**config.mk**
```make
export PLATFORM = sky130hd
export DESIGN_NAME = gbn_ctrl
export DESIGN_NICKNAME = d
export VERILOG_FILES = /design/src/hdl/gbn_pkg.sv /design/src/hdl/gbn_ctrl.sv
export SDC_FILE = /design/constraint.sdc
export NUM_CORES = 1
export LEC_CHECK = 0
export BUFFER_PORTS_ARGS = -buffer_cell sky130_fd_sc_hd__buf_2
export CAP_MARGIN = 20
export CORE_MARGIN = 2
export CORE_UTILIZATION = 45
export CTS_BUF_LIST = sky130_fd_sc_hd__clkbuf_8
export DETAILED_ROUTE_END_ITERATION = 8
export GPL_TIMING_DRIVEN = 0
export PLACE_DENSITY = 0.69
export RECOVER_POWER = 25
export SETUP_SLACK_MARGIN = 0.05
export SYNTH_ARGS = -nofsm -noshare
export SYNTH_HDL_FRONTEND = slang
export SYNTH_SLANG_ARGS = --single-unit
```
**constraint.sdc**
```tcl
create_clock -name clk -period 2 [get_ports clk]
set_input_delay 0.3 -clock clk [delete_from_list [all_inputs] [get_ports clk]]
set_output_delay 0.3 -clock clk [all_outputs]
set_load 0.1 [all_outputs]
```
**src/hdl/gbn_pkg.sv**
```systemverilog
// Shared types, constants and datapath operation codes for the Go-Back-N sender.
package gbn_pkg;

	localparam int WINDOW_MAX   = 64;
	localparam int WIN_AW       = $clog2(WINDOW_MAX);
	localparam int PEND_DEPTH   = 256;
	localparam int PEND_AW      = $clog2(PEND_DEPTH);
	localparam int SEQ_W        = 16;
	localparam int SUM_W        = 13;
	localparam int CNT_W        = WIN_AW + 1;
	localparam int QCNT_W       = PEND_AW + 1;
	localparam int WIN_CFG_W    = 7;
	localparam logic [WIN_CFG_W-1:0] WINDOW_RESET = 7'd8;

	localparam logic [1:0] ACT_NEW     = 2'd0;
	localparam logic [1:0] ACT_ACK     = 2'd1;
	localparam logic [1:0] ACT_TIMEOUT = 2'd2;

	localparam logic [1:0] TMR_NONE  = 2'd0;
	localparam logic [1:0] TMR_START = 2'd1;
	localparam logic [1:0] TMR_STOP  = 2'd2;

	typedef struct packed {
		logic [1:0]  action;
		logic [15:0] payload_tag;
		logic [12:0] payload_sum;
		logic [15:0] ack_seq_field;
		logic [15:0] ack_num;
		logic [17:0] ack_checksum;
	} in_item_t;

	typedef struct packed {
		logic        send_valid;
		logic [15:0] seq_num;
		logic [15:0] out_tag;
		logic [16:0] out_checksum;
		logic [1:0]  timer_cmd;
		logic        dropped;
		logic        last;
	} out_item_t;

	typedef struct packed {
		logic [15:0]      tag;
		logic [SUM_W-1:0] sum;
	} slot_t;

	typedef enum logic [3:0] {
		OP_NONE,
		OP_LATCH,
		OP_SEND,
		OP_QUEUE,
		OP_DROP,
		OP_EMPTY,
		OP_SLIDE,
		OP_ACK_DONE,
		OP_DRAIN_RD,
		OP_DRAIN_SEND,
		OP_TO_EMPTY,
		OP_TO_INIT,
		OP_TO_RD,
		OP_TO_SEND
	} op_t;

	typedef struct packed {
		op_t op;
	} cmd_t;

	typedef struct packed {
		logic [1:0] action;
		logic       out_free;
		logic       win_room;
		logic       q_full;
		logic       ack_ok;
		logic       drain_ok;
		logic       drain_more;
		logic       to_empty;
		logic       to_last;
	} status_t;

endpackage

```
**src/hdl/gbn_ctrl.sv**
```systemverilog
// Controller state machine sequencing accept, decision, drain and resend loops.
module gbn_ctrl (
	input  logic            clk,
	input  logic            arst_n,
	input  logic            req_valid,
	output logic            req_ready,
	input  gbn_pkg::status_t sts,
	output gbn_pkg::cmd_t    cmd
);
	import gbn_pkg::*;

	typedef enum logic [5:0] {
		S_IDLE  = 6'b000001,
		S_EXEC  = 6'b000010,
		S_DRAIN = 6'b000100,
		S_DRD   = 6'b001000,
		S_TO    = 6'b010000,
		S_TORD  = 6'b100000
	} state_t;

	state_t state_q, state_d;

	always_ff @(posedge clk or negedge arst_n) begin
		if (!arst_n) begin
			state_q <= S_IDLE;
		end else begin
			state_q <= state_d;
		end
	end

	always_comb begin
		state_d   = state_q;
		cmd.op    = OP_NONE;
		req_ready = 1'b0;
		case (state_q)
			S_IDLE: begin
				req_ready = 1'b1;
				if (req_valid) begin
					cmd.op  = OP_LATCH;
					state_d = S_EXEC;
				end
			end
			S_EXEC: begin
				case (sts.action)
					ACT_NEW: begin
						if (sts.out_free) begin
							cmd.op  = sts.win_room ? OP_SEND : (sts.q_full ? OP_DROP : OP_QUEUE);
							state_d = S_IDLE;
						end
					end
					ACT_ACK: begin
						if (sts.ack_ok) begin
							cmd.op  = OP_SLIDE;
							state_d = S_DRAIN;
						end else if (sts.out_free) begin
							cmd.op  = OP_EMPTY;
							state_d = S_IDLE;
						end
					end
					ACT_TIMEOUT: begin
						if (!sts.to_empty) begin
							cmd.op  = OP_TO_INIT;
							state_d = S_TO;
						end else if (sts.out_free) begin
							cmd.op  = OP_TO_EMPTY;
							state_d = S_IDLE;
						end
					end
					default: begin
						if (sts.out_free) begin
							cmd.op  = OP_EMPTY;
							state_d = S_IDLE;
						end
					end
				endcase
			end
			S_DRAIN: begin
				if (sts.drain_ok) begin
					cmd.op  = OP_DRAIN_RD;
					state_d = S_DRD;
				end else if (sts.out_free) begin
					cmd.op  = OP_ACK_DONE;
					state_d = S_IDLE;
				end
			end
			S_DRD: begin
				if (sts.out_free) begin
					cmd.op  = OP_DRAIN_SEND;
					state_d = sts.drain_more ? S_DRAIN : S_IDLE;
				end
			end
			S_TO: begin
				cmd.op  = OP_TO_RD;
				state_d = S_TORD;
			end
			S_TORD: begin
				if (sts.out_free) begin
					cmd.op  = OP_TO_SEND;
					state_d = sts.to_last ? S_IDLE : S_TO;
				end
			end
			default: begin
				state_d = S_IDLE;
			end
		endcase
	end

endmodule

```
Word-level counts from Yosys, hierarchy flattened. Index checks and enable logic that the tools add are counted.

Output and inout bits: 5. Register bits after elaboration: 6. Input bits: 13. Word-level logic and storage cells: 40.

Reduce and logical (&&, ||, !) cells: 2. Equal/unequal tests: 11. Muxes and demuxes: 26.

Operators with widths (count): 2-to-1 mux 6 bit (7); one-hot mux 6 bit (6 select lines) (1); one-hot mux 4 bit (6 select lines) (1); 2-to-1 mux 3 bit (7); 2-to-1 mux 4 bit (5); one-hot mux 4 bit (3 select lines) (1); one-hot mux 6 bit (2 select lines) (1); equality test 6 x 1 -> 1 bit, second input constant (1); equality test 6 x 2 -> 1 bit, second input constant (1); equality test 6 x 3 -> 1 bit, second input constant (1); equality test 6 x 4 -> 1 bit, second input constant (1); equality test 6 x 5 -> 1 bit, second input constant (1); equality test 6 bit, second input constant (1); != test 2 bit, second input constant (3); 2-to-1 mux 5 bit (1); AND reduction 3 bit (1); equality test 2 x 1 -> 1 bit, second input constant (1); equality test 2 bit, second input constant (1); logical NOT 2 bit (1); 2-to-1 mux 1 bit (2).

Depth between registers and ports, before layout. Gate-level depths: netlist of run 1.

Depth in word-level cells: 5. Depth in mapped cells: 7. Gate-level depth less buffers: 7.

Worst setup path after synthesis of run 1. No wires, ideal clock.

Path type: register -> output. Start point: reg state_q[5]. End point: out cmd[2] (netlist bit). Required time: 1.700 ns. Stages on the path, launching flop included: 5. Data arrival time: 4.459 ns. Path buffers: 1. Setup slack: -2.759 ns. Path through: dfrtp_1 -> buf_6 -> nor4_1 -> nand2_1 -> o311ai_0.

RTL lines: from (decl) (line gbn_ctrl.sv:21) `state_t state_q, state_d;`; from (signal assigned) (line gbn_ctrl.sv:27) `state_q <= state_d;`; to (decl) (line gbn_ctrl.sv:8) `output gbn_pkg::cmd_t cmd`.

==> results of run 1 <==
-- path summary, 6_finish.rpt --
check	from	endpoint	slack [ns]	depth (start not counted)
worst max-delay path	state_q[1]	cmd[0]	-0.40	6
worst min-delay path	sts[2]	state_q[2]	0.38	3
worst max register to register	state_q[1]	state_q[1]	-0.09	7
worst min register to register	state_q[0]	state_q[0]	0.77	3
max in group asynchronous	arst_n	state_q[0]	1.25	2
min in group asynchronous	arst_n	state_q[3]	0.47	2
-- kinds of logic (layout without fill, tap and decap cells) --
group                      Yosys count  count (layout)  synth area share [%]
buffers and inverters               12              53                  7.44
adders and majority gates            5               5                  8.09
AOI/OAI and AO/OA                   35              35                  29.1
and+or+nand+nor                     41              41                  33.5
DFF                                  6               6                  19.6
xor gates and xnor gates             2               2                  2.27
-- per-stage QoR --
stage	total power [mW]	util [%]
after CTS	1.07	74.1
after global routing	1.24	83.0
after floorplan	0.626	-
after detailed placement	0.721	60.8
after global placement	0.716	60.8
final	1.19	83.0
-- repair_timing --
item | in CTS | in global routing
hold buffers | 1 | 0
buffers inserted | 6 | 14
setup endpoints to repair | 5 | 7
hold endpoints to repair | 5 | 0
pin swaps | 3 | 6
resized for setup | 30 | 8
-- cells in the mapped netlist (2+ instances only) --
cell type,n,share of area [%]
nor2b_1,5,4.0
nor3_1,2,1.3
nor4_1,2,1.6
nand3_1,2,1.3
nand2_1,6,2.9
ha_1,5,8.1
o311ai_0,2,2.3
nand3b_1,2,1.9
a21oi_1,8,5.2
clkbuf_1,2,0.97
a31oi_1,2,1.6
inv_1,7,3.4
dfrtp_1,5,16
nand2b_1,5,4.0
nor2_1,6,2.9
nor3b_1,2,1.9
xor2_1,2,2.3
o21ai_0,10,6.5
o21a_1,3,2.9
or4_4,2,2.9
-- area by class of cell --
cell class,count,area share (%)
timing repair buffer,38,25.1
clock inverter,1,0.290
buffer,4,2.90
clock buffer,3,3.19
sequential,6,11.8
tap,16,1.55
inverter,7,2.03
multi-input combinational,83,53.1
-- worst reg2reg max path, cell delays in order, from the launching register on --
cell     delay, ns
dfrtp_2       0.46
or4_4         0.56
nor3b_4       0.27
buf_6         0.16
buf_6         0.09
a21oi_1       0.06
nor3b_1       0.29
o21a_1        0.15
-- where the power goes --
part | total (mW) | leakage [nW] | switching (mW) | internal [mW]
clock | 0.190 | 0.0269 | 0.0580 | 0.132
combinational | 0.809 | 0.489 | 0.445 | 0.363
sequential | 0.192 | 0.0782 | 0.0426 | 0.150
-- per-layer routing --
layer	track usage (%)	vias to the layer above	share of wire (%)
met4	27.1	0	6.1
li1	-	449	-
met1	29.0	471	39
met5	0	-	0
met3	7.94	18	4.3
met2	44.8	44	51
==> results by group, run 1 <==
Run status
  – Status: complete, but fails checks
  – Failing checks: setup timing

STA
  – Fin. max-slew vios: 0
  – Max Clk Rate: 0.417 GHz
  – Count of final hold-check violations: 0
  – Final WS setup: -0.398 ns
  – Hold WS: 0.376 ns
  – Sum Neg Setup Slack: -1.61 ns
  – Tightest Pin Transition: 0.570 ns
  – Final period utilization: 120%
  – Max_slew headroom: 62.0%
  – Setup repair after global routing missed its margin: yes
  – Endpoints failing setup: 7
  – Post-layout min period: 2.40 ns
  – Worst Skew: 0.00129 ns

Synth
  – Synth unique cells: 41
  – Synth Net Count: 119
  – Post-synthesis sequential area ratio: 19.6%
  – Post-synth EDFFs: 0
  – Asr flop ratio synth: 100%
  – Synthesized area: 773 um^2
  – Ys Warns: 0
  – Syn Area/Cell: 7.66 um^2
  – Flop and latch count out of synthesis: 6
  – Mapped Cells: 101
  – Commonest register cell after synthesis: dfrtp_1

Power
  – Max IR drop VDD: 0.000679 V
  – P per Cell Area: 921 mW/mm^2
  – Lkg Pwr: 0.594 nW

Placed design
  – Area after DPL: 947 um^2
  – Placed cells: 134
  – Setup slack at placement: -0.484 ns
  – Routability Congestion: 0.847
  – Post-detail-place hpwl: 1.59 mm
  – I/O Buffers: 17

Clock tree
  – CTS buffer count: 3
  – CTS sink cnt: 6
  – H-tree Lvls: 1
  – Register clock-pin slew on the reported worst setup and hold paths: 0.04 ns
  – TritonCTS clock tree: yes
  – Clk buf depth: 2
  – CTS root buf: clkbuf_8
  – Clk Latency, worst-skew pair: 0.23 ns

Worst setup path
  – Critical-path cell list: or4_4 > nor3b_4 > nand2b_4 > a22oi_2 > o21ai_4 > buf_12
  – CP max stage cell: or4_4
  – CP Data Required Time: 1.70 ns
  – Crit-path leading delay family: simple AND/OR/NAND/NOR gates
  – Crit path DAT: 2.10 ns
  – Crit Path Max Fanout: 7
  – Crit end category: output pin
  – Startpoint types: register
  – Slowest stage delay, CP: 0.56 ns
  – Worst path buffer plus inverter count: 1
  – WS Path Type: reg2out

Layout
  – Multi-input gate area: 687 um^2
  – Layout Cells excl Fill: 158
  – Final #Nets: 161
  – Most flops, register: state_q
  – Commonest non-fill, non-tap cell in the layout: buf_4
  – Antenna cells: 0
  – Register area: 153 um^2
  – Synth-to-Final Area Change: 67.3%
  – Design area: 0.00129 mm^2
  – FILL cells: 96
  – Flip-flop count of the largest register after layout: 6
  – Share of layout cells above drive strength 1: 43.7%
  – Commonest non-fill, non-tap cells in the layout: buf_4, buf_2, inv_1, buf_6, a21oi_1
  – Biggest regs: state_q x6

Global routing
  – Remaining global-route overflow: 0
  – Total GRT Usage: 28.1%
  – Antenna violations before repair: 0
  – Largest net degree at the start of global routing: 11
  – Vias in the first global route: 922
  – First-pass GRT wire length: 4.03 mm

Drt
  – Routed Antenna Nets: 0
  – Total routed wirelength: 2.87 mm
  – Drt first pass iters: 4
  – Wirelength per Cell: 18.2 um
  – Vias/cell: 6.22
  – Via Count: 982
  – DRC: 0
  – Initial drt markers: 19

Floorplanning
  – Die height: 45.5 um
  – Die area: 0.00207 mm^2
  – Core area: 0.00156 mm^2
  – Num rows: 14
  – Die Wd: 45.5 um
  – Starting Density: 49.6%
  – IO Pins: 18

Job
  – Max Cap Viol: 0

Worst hold path
  – Worst Hold Class: in2reg
Note: power is estimated with default switching activity, not from simulation.
==> run 2: changes to the inputs <==
Settings changed: CORE_UTILIZATION 45 to 55, PLACE_DENSITY 0.69 to 0.81.
==> run 2 against run 1 <==
  * The run now fails in 5_1_grt
  * Synthesized area stayed put
  * Synthesized cell count stayed put
==> results by group, run 2 <==
Clock tree
  – H-tree Lvls: 1 (unchanged)
  – CTS buffer count: 3 (unchanged)
  – CTS sink cnt: 6 (unchanged)
  – CTS root buf: clkbuf_8
  – Clk buf depth: 2 (unchanged)

Global routing
  – Antenna violations before repair: 0
  – Largest net degree at the start of global routing: 11

Synth
  – Commonest register cell after synthesis: dfrtp_1
  – Mapped Cells: 101 (unchanged)
  – Synth top area share: 16.2% (unchanged)
  – Flop and latch count out of synthesis: 6 (unchanged)
  – Top-count cell post-synth: o21ai_0
  – Ranking of synthesized cells by area: dfrtp_1, ha_1, o21ai_0, a21oi_1, nand2b_1
  – Syn Area/Cell: 7.66 um^2 (unchanged)
  – Asr flop ratio synth: 100% (unchanged)
  – Cell accounting for the most synthesized area: dfrtp_1
  – Top cells by count, synth: o21ai_0, a21oi_1, inv_1, nand2_1, nor2_1
  – Synth unique cells: 41 (unchanged)
  – Synthesized area: 773 um^2 (unchanged)
  – Post-synthesis sequential area ratio: 19.6% (unchanged)
  – Ys Warns: 0 (unchanged)
  – Synth Net Count: 119 (unchanged)
  – Post-synth EDFFs: 0 (unchanged)

Floorplanning
  – Die height: 41.5 um (-8.7%)
  – Num rows: 13 (-1)
  – Die Wd: 41.5 um (-8.7%)
  – Starting Density: 59.4% (+9.8 points)
  – IO Pins: 18 (unchanged)

Run status
  – Exit stage: 5_1_grt
  – First Err: [ERROR DPL-0033] detailed placement checks failed during check placement.
  – Status: stopped before the end

Placed design
  – I/O Buffers: 17 (unchanged)
  – Post-detail-place hpwl: 1.51 mm (-4.9%)
  – Area after DPL: 946 um^2 (-0.13%)
  – Routability Congestion: 0.860 (+1.5%)
  – Setup slack at placement: -0.473 ns (+0.0103 ns)

STA
  – Worst-path endpoint category: primary output
  – Grt repair worst endpoint: cmd[0]
## run 2: metrics by stage
stage          hold WS (ns)  std cells  TNS [ns]  utilization [%]
2_1_floorplan       0.00441        101    -0.821                -
3_3_place_gp          0.121        133     -1.33             72.7
3_5_place_dp          0.133        133     -1.51             72.7
4_1_cts               0.373        150     -1.00             94.4
## run 2: kinds of logic after synthesis
logic type / Yosys count / share of synthesized area (%)
and+or+nand+nor: 41 / 33.5
AOI/OAI and AO/OA: 35 / 29.1
buffers and inverters: 12 / 7.44
DFF: 6 / 19.6
adders and majority gates: 5 / 8.09
xor gates and xnor gates: 2 / 2.27
## run 2: what timing repair did
action / 4_1_cts
pin swaps: 6
setup endpoints to repair: 5
gates cloned: 0
buffers inserted: 13
endpoints found under the hold margin: 5
resized for setup: 34
hold buffers: 1
==> run 3: changes to the inputs <==
Settings changed: CORE_AREA set to 2 2 63 65, CORE_MARGIN 2 to not set, CORE_UTILIZATION 55 to not set, CTS_BUF_LIST sky130_fd_sc_hd__clkbuf_8 to not set, DIE_AREA set to 0 0 65 67, PLACE_DENSITY 0.81 to not set, PLACE_DENSITY_LB_ADDON set to 0.15, SETUP_SLACK_MARGIN 0.05 to not set.
==> run 3 against run 2 <==
  * The flow now finishes, with violations (setup timing)
==> results by group, run 3 (synthesized netlist as in run 1, its figures left out) <==
Run status
  – Status: complete, but fails checks
  – Failing checks: setup timing

Floorplanning
  – Core area: 0.00361 mm^2
  – Num rows: 22 (+9)
  – Die Wd: 65 um (+57%)
  – Die area: 0.00436 mm^2
  – Starting Density: 21.4% (-38 points)
  – IO Pins: 18 (unchanged)
  – Die height: 67 um (+61%)

Worst setup path
  – Crit end category: output pin
  – CP Data Required Time: 1.70 ns
  – Startpoint types: register
  – WS Path Type: reg2out
  – Worst Reg2Reg Path Length in Cells: 8
  – Crit Reg-Reg Startpoint: state_q[5]
  – Crit Path Max Fanout: 4
  – Crit path DAT: 1.98 ns
  – FF-to-FF setup slack: 0.05 ns
  – RR Endpoint: state_q[0]

Worst hold path
  – WHS Endpoint: state_q[4]
  – Worst Hold Class: in2reg
  – Hold path depth: 3
  – Hold Crit Start: sts[0]

Placed design
  – Area after DPL: 987 um^2 (+4.4%)
  – Routability Congestion: 0.762 (-11%)
  – I/O Buffers: 17 (unchanged)
  – Post-detail-place hpwl: 1.72 mm (+14%)

Layout
  – Commonest non-fill, non-tap cell in the layout: buf_4
  – Final #Nets: 158
  – Core Util, Final: 36.6%
  – Share of layout cells above drive strength 1: 43.9%
  – Design area: 0.00132 mm^2
  – Multi-input gate area: 702 um^2
  – Flip-flop count of the largest register after layout: 6
  – Commonest non-fill, non-tap cells in the layout: buf_4, buf_2, inv_1, o21ai_0, a21oi_1
  – Antenna cells: 0
  – Biggest regs: state_q x6
  – Register area: 155 um^2
  – Synth-to-Final Area Change: 70.9%
  – Most flops, register: state_q
  – FILL cells: 380

STA
  – Fin. max-slew vios: 0
  – Count of final hold-check violations: 0
  – Final WS setup: -0.282 ns
  – Max_slew headroom: 65.9%
  – Max Clk Rate: 0.438 GHz
  – Final period utilization: 114%
  – Endpoints failing setup: 5
  – Setup repair after global routing missed its margin: yes
  – Tightest Pin Transition: 0.512 ns
  – Sum Neg Setup Slack: -1.08 ns
  – Post-layout min period: 2.28 ns
  – Worst Skew: 0.00429 ns

Clock tree
  – CTS sink cnt: 6 (unchanged)
  – TritonCTS clock tree: yes
  – CTS buffer count: 3 (unchanged)
  – Register clock-pin slew on the reported worst setup and hold paths: 0.04 ns
  – Clk Latency, worst-skew pair: 0.22 ns
  – CTS root buf: clkbuf_8
  – Clk buf depth: 2 (unchanged)
  – H-tree Lvls: 1 (unchanged)

Drt
  – DRC: 0
  – Vias/cell: 4.81
  – Routed Antenna Nets: 0
  – Wirelength per Cell: 12.5 um
  – Via Count: 900
  – Initial drt markers: 24
  – Total routed wirelength: 2.33 mm
  – Drt first pass iters: 4

Global routing
  – Total GRT Usage: 11.6%
  – Vias in the first global route: 890
  – Remaining global-route overflow: 0
  – Antenna violations before repair: 0
  – First-pass GRT wire length: 3.95 mm
  – Largest net degree at the start of global routing: 11

Job
  – Max Cap Viol: 0

Power
  – P per Cell Area: 887 mW/mm^2
  – Max IR drop VDD: 0.000289 V
  – Lkg Pwr: 0.572 nW
  – Power, Total: 1.17 mW
-- run 3: cell type report --
cell class / instances / area share, %
inverter: 7 / 1.99
clock buffer: 4 / 3.41
sequential: 6 / 11.7
buffer: 2 / 0.852
timing repair buffer: 37 / 24.3
multi-input combinational: 83 / 53.1
tap: 48 / 4.55
-- run 3: critical path, stage by stage, from the launching register on --
cell	delay, ns
dfrtp_2	0.42
or4_4	0.56
nor3b_4	0.25
nand2b_4	0.17
a22oi_2	0.07
o21ai_4	0.10
buf_12	0.19
-- run 3: worst max-delay path by stage --
stage / start / endpoint / cells past startpoint
4_1_cts: state_q[1] / cmd[2] / 6
2_1_floorplan: state_q[5] / cmd[0] / 5
3_3_place_gp: state_q[3] / cmd[1] / 7
6_report: state_q[5] / cmd[0] / 6
3_5_place_dp: state_q[2] / cmd[1] / 7
5_1_grt: state_q[5] / cmd[0] / 6
-- run 3: where the power goes --
| part | internal (mW) | leakage [nW] | switching, mW |
|---|---|---|---|
| Combinational | 0.371 | 0.474 | 0.442 |
| Clock | 0.137 | 0.0228 | 0.0517 |
| Sequential | 0.149 | 0.0748 | 0.0206 |
-- run 3: per-layer routing --
| metal | track usage (%) | part of all wire [%] | vias to the layer above |
|---|---|---|---|
| li1 | - | - | 443 |
| met2 | 20.7 | 50 | 21 |
| met4 | 2.39 | 1.0 | 0 |
| met3 | 2.03 | 3.1 | 4 |
| met1 | 14.4 | 46 | 432 |
| met5 | 0 | 0 | - |
-- run 3: repair_timing --
| item | 4_1_cts | 5_1_grt |
|---|---|---|
| pin swaps | 5 | 5 |
| resized for setup | 29 | 12 |
| hold buffers | 1 | 0 |
| setup endpoints to repair | 5 | 9 |
| hold endpoints to repair | 5 | 0 |
| setup buffers | 14 | 8 |
-- run 3: through the flow --
| step | setup slack (ns) | hold slack [ns] | instances |
|---|---|---|---|
| after floorplan | -0.340 | 0.00441 | 101 |
| after global placement | -0.475 | 0.126 | 166 |
| after detailed placement | -0.474 | 0.128 | 166 |
| after CTS | -0.317 | 0.379 | 183 |
| after global routing | -0.358 | 0.401 | 187 |
| final | -0.282 | 0.387 | 187 |
==> run 4: changes to the inputs <==
==> constraint.sdc (replaced) <==
create_clock -name clk -period 2 [get_ports clk]
set_input_delay 0.3 -clock clk [delete_from_list [all_inputs] [get_ports clk]]
set_output_delay 0.3 -clock clk [all_outputs]
set_load 0.005 [all_outputs]
==> run 4 against run 3 <==
  * The flow still finishes with violations (setup timing)
  * Highest routed layer is now met3
  * Final cell count is 5.3% lower
  * Core utilization shrank 6.7 points
  * Routed wire length is 1.2% higher
  * Global-route usage down 0.96 points
  * Largest power group unchanged
  * Count of clock-buffer cells in the layout stayed put
  * Cell area down 18%
  * Via count down 4.2%
  * Critical path depth grew 1
  * Sequential share of layout area grew 2.5 points
  * Largest cell class unchanged
  * Die area stayed put
  * Hold slack got worse by 0.0049 ns
==> results by group, run 4 (synthesized netlist as in run 1, its figures left out) <==
Run status
  – Status: complete, but fails checks
  – Failing checks: setup timing

Layout
  – Flip-flop count of the largest register after layout: 6 (unchanged)
  – Final #Nets: 148 (-6.3%)
  – Layout Cells excl Fill: 177 (-5.3%)
  – Commonest non-fill, non-tap cells in the layout: buf_2, buf_4, o21ai_0, a21oi_1, inv_1
  – Antenna cells: 0 (unchanged)
  – Biggest regs: state_q x6
  – Most flops, register: state_q
  – Share of layout cells above drive strength 1: 34.1% (-9.8 points)
  – Commonest non-fill, non-tap cell in the layout: buf_2
  – Design area: 0.00108 mm^2 (-18%)
  – Synth-to-Final Area Change: 39.8%
  – Core Util, Final: 30.0% (-6.7 points)

Drt
  – Vias/cell: 4.87 (+1.2%)
  – Drt first pass iters: 4 (unchanged)
  – Routed Antenna Nets: 0 (unchanged)
  – Via Count: 862 (-4.2%)
  – Wirelength per Cell: 13.3 um (+6.9%)
  – Total routed wirelength: 2.36 mm (+1.2%)
  – DRC: 0 (unchanged)
  – Initial drt markers: 20 (-17%)

Floorplanning
  – Die Wd: 65 um (unchanged)
  – Starting Density: 21.4% (unchanged)
  – Die area: 0.00436 mm^2 (unchanged)
  – IO Pins: 18 (unchanged)
  – Core area: 0.00361 mm^2 (unchanged)
  – Die height: 67 um (unchanged)
  – Num rows: 22 (unchanged)

Global routing
  – Remaining global-route overflow: 0 (unchanged)
  – Vias in the first global route: 726 (-18%)
  – First-pass GRT wire length: 3.56 mm (-9.9%)
  – Antenna violations before repair: 0 (unchanged)
  – Total GRT Usage: 10.6% (-0.96 points)
  – Largest net degree at the start of global routing: 11 (unchanged)

STA
  – Setup repair after global routing missed its margin: yes
  – Fin. max-slew vios: 0 (unchanged)
  – Max Clk Rate: 0.457 GHz (+4.2%)
  – Count of final hold-check violations: 0 (unchanged)
  – Post-layout min period: 2.19 ns (-0.0925 ns)
  – Max_slew headroom: 69.8% (+3.9 points)
  – Worst Skew: 0.00455 ns (+0.000261 ns)
  – Tightest Pin Transition: 0.454 ns (-0.0580 ns)
  – Final WS setup: -0.189 ns (+0.0925 ns)
  – Endpoints failing setup: 4 (-1)
  – Final period utilization: 109% (-4.6 points)
  – Sum Neg Setup Slack: -0.643 ns (+0.441 ns)

Placed design
  – I/O Buffers: 17 (unchanged)
  – Routability Congestion: 0.724 (-5.0%)
  – Area after DPL: 918 um^2 (-7.0%)
  – Placed cells: 166 (unchanged)
  – Post-detail-place hpwl: 1.82 mm (+5.7%)

Worst setup path
  – Startpoint types: register
  – CP Data Required Time: 1.70 ns (about the same)
  – Crit end category: output pin
  – Crit Path Max Fanout: 7 (+3)
  – Crit path DAT: 1.89 ns (-0.09 ns)
  – WS Path Type: reg2out

Clock tree
  – TritonCTS clock tree: yes
  – Clk buf depth: 2 (unchanged)
  – Clk Latency, worst-skew pair: 0.22 ns (about the same)
  – CTS root buf: clkbuf_8
  – Register clock-pin slew on the reported worst setup and hold paths: 0.04 ns (about the same)
  – CTS sink cnt: 6 (unchanged)
  – H-tree Lvls: 1 (unchanged)
  – CTS buffer count: 3 (unchanged)

Power
  – Lkg Pwr: 0.486 nW (-15%)
  – P per Cell Area: 747 mW/mm^2 (-16%)
  – Max IR drop VDD: 0.000179 V (-38%)

Worst hold path
  – Worst Hold Class: in2reg

Job
  – Max Cap Viol: 0 (unchanged)
-- run 4: changes by cell type in the layout (fill, tap and decap cells not counted), sizes merged --
cell  before  now
buf       36   26
-- run 4: final timing paths --
| kind | from | endpoint | slack, ns | cells after the start |
|---|---|---|---|---|
| worst max-delay path | state_q[5] | cmd[0] | -0.19 | 7 |
| worst min-delay path | sts[0] | state_q[4] | 0.38 | 3 |
| worst max register to register | state_q[5] | state_q[0] | 0.15 | 7 |
| worst min register to register | state_q[5] | state_q[3] | 0.70 | 3 |
| max in group asynchronous | arst_n | state_q[0] | 1.22 | 2 |
| min in group asynchronous | arst_n | state_q[4] | 0.48 | 2 |
-- run 4: per-layer routing --
metal	track usage, %	share of wire (%)
met5	0	0
met2	16.9	46
met3	2.03	6.4
met1	15.0	47
met4	1.60	0
-- run 4: layout make-up --
class / count / area (um^2)
Multi-Input combinational cell: 83 / 616
Fill cell: 395 / 2520
Sequential cell: 6 / 154
Clock buffer: 4 / 45.0
Timing Repair Buffer: 26 / 158
Buffer: 3 / 22.5
Inverter: 7 / 26.3
Tap cell: 48 / 60.1
-- run 4: critical path, stage by stage, from the launching register on --
cell	delay, ns
dfrtp_1	0.36
buf_6	0.13
or4_4	0.51
nor3b_4	0.25
nand2b_4	0.17
a22oi_2	0.05
o21ai_1	0.09
buf_2	0.12
-- run 4: report_power, final --
part           internal (mW)  total (mW)  switching (mW)
Combinational          0.225       0.431           0.206
Sequential             0.150       0.185          0.0353
Clock                  0.137       0.192          0.0546
Total                  0.512       0.808           0.296
-- run 4: repair_timing --
| item | 4_1_cts | 5_1_grt |
|---|---|---|
| setup endpoints to repair | 7 | 5 |
| gates resized for setup | 8 | 7 |
| hold buffers | 1 | 0 |
| pin swaps | 2 | 3 |
| setup buffers | 3 | 5 |
| endpoints found under the hold margin | 5 | 0 |
-- run 4: metrics by stage --
stage | hold WS (ns) | setup WS [ns] | total power [mW]
CTS | 0.379 | -0.237 | 0.749
global placement | 0.128 | -0.383 | 0.498
detailed placement | 0.132 | -0.363 | 0.499
global route | 0.394 | -0.299 | 0.858
finish | 0.382 | -0.189 | 0.808
floorplan | 0.00441 | 0.224 | 0.396
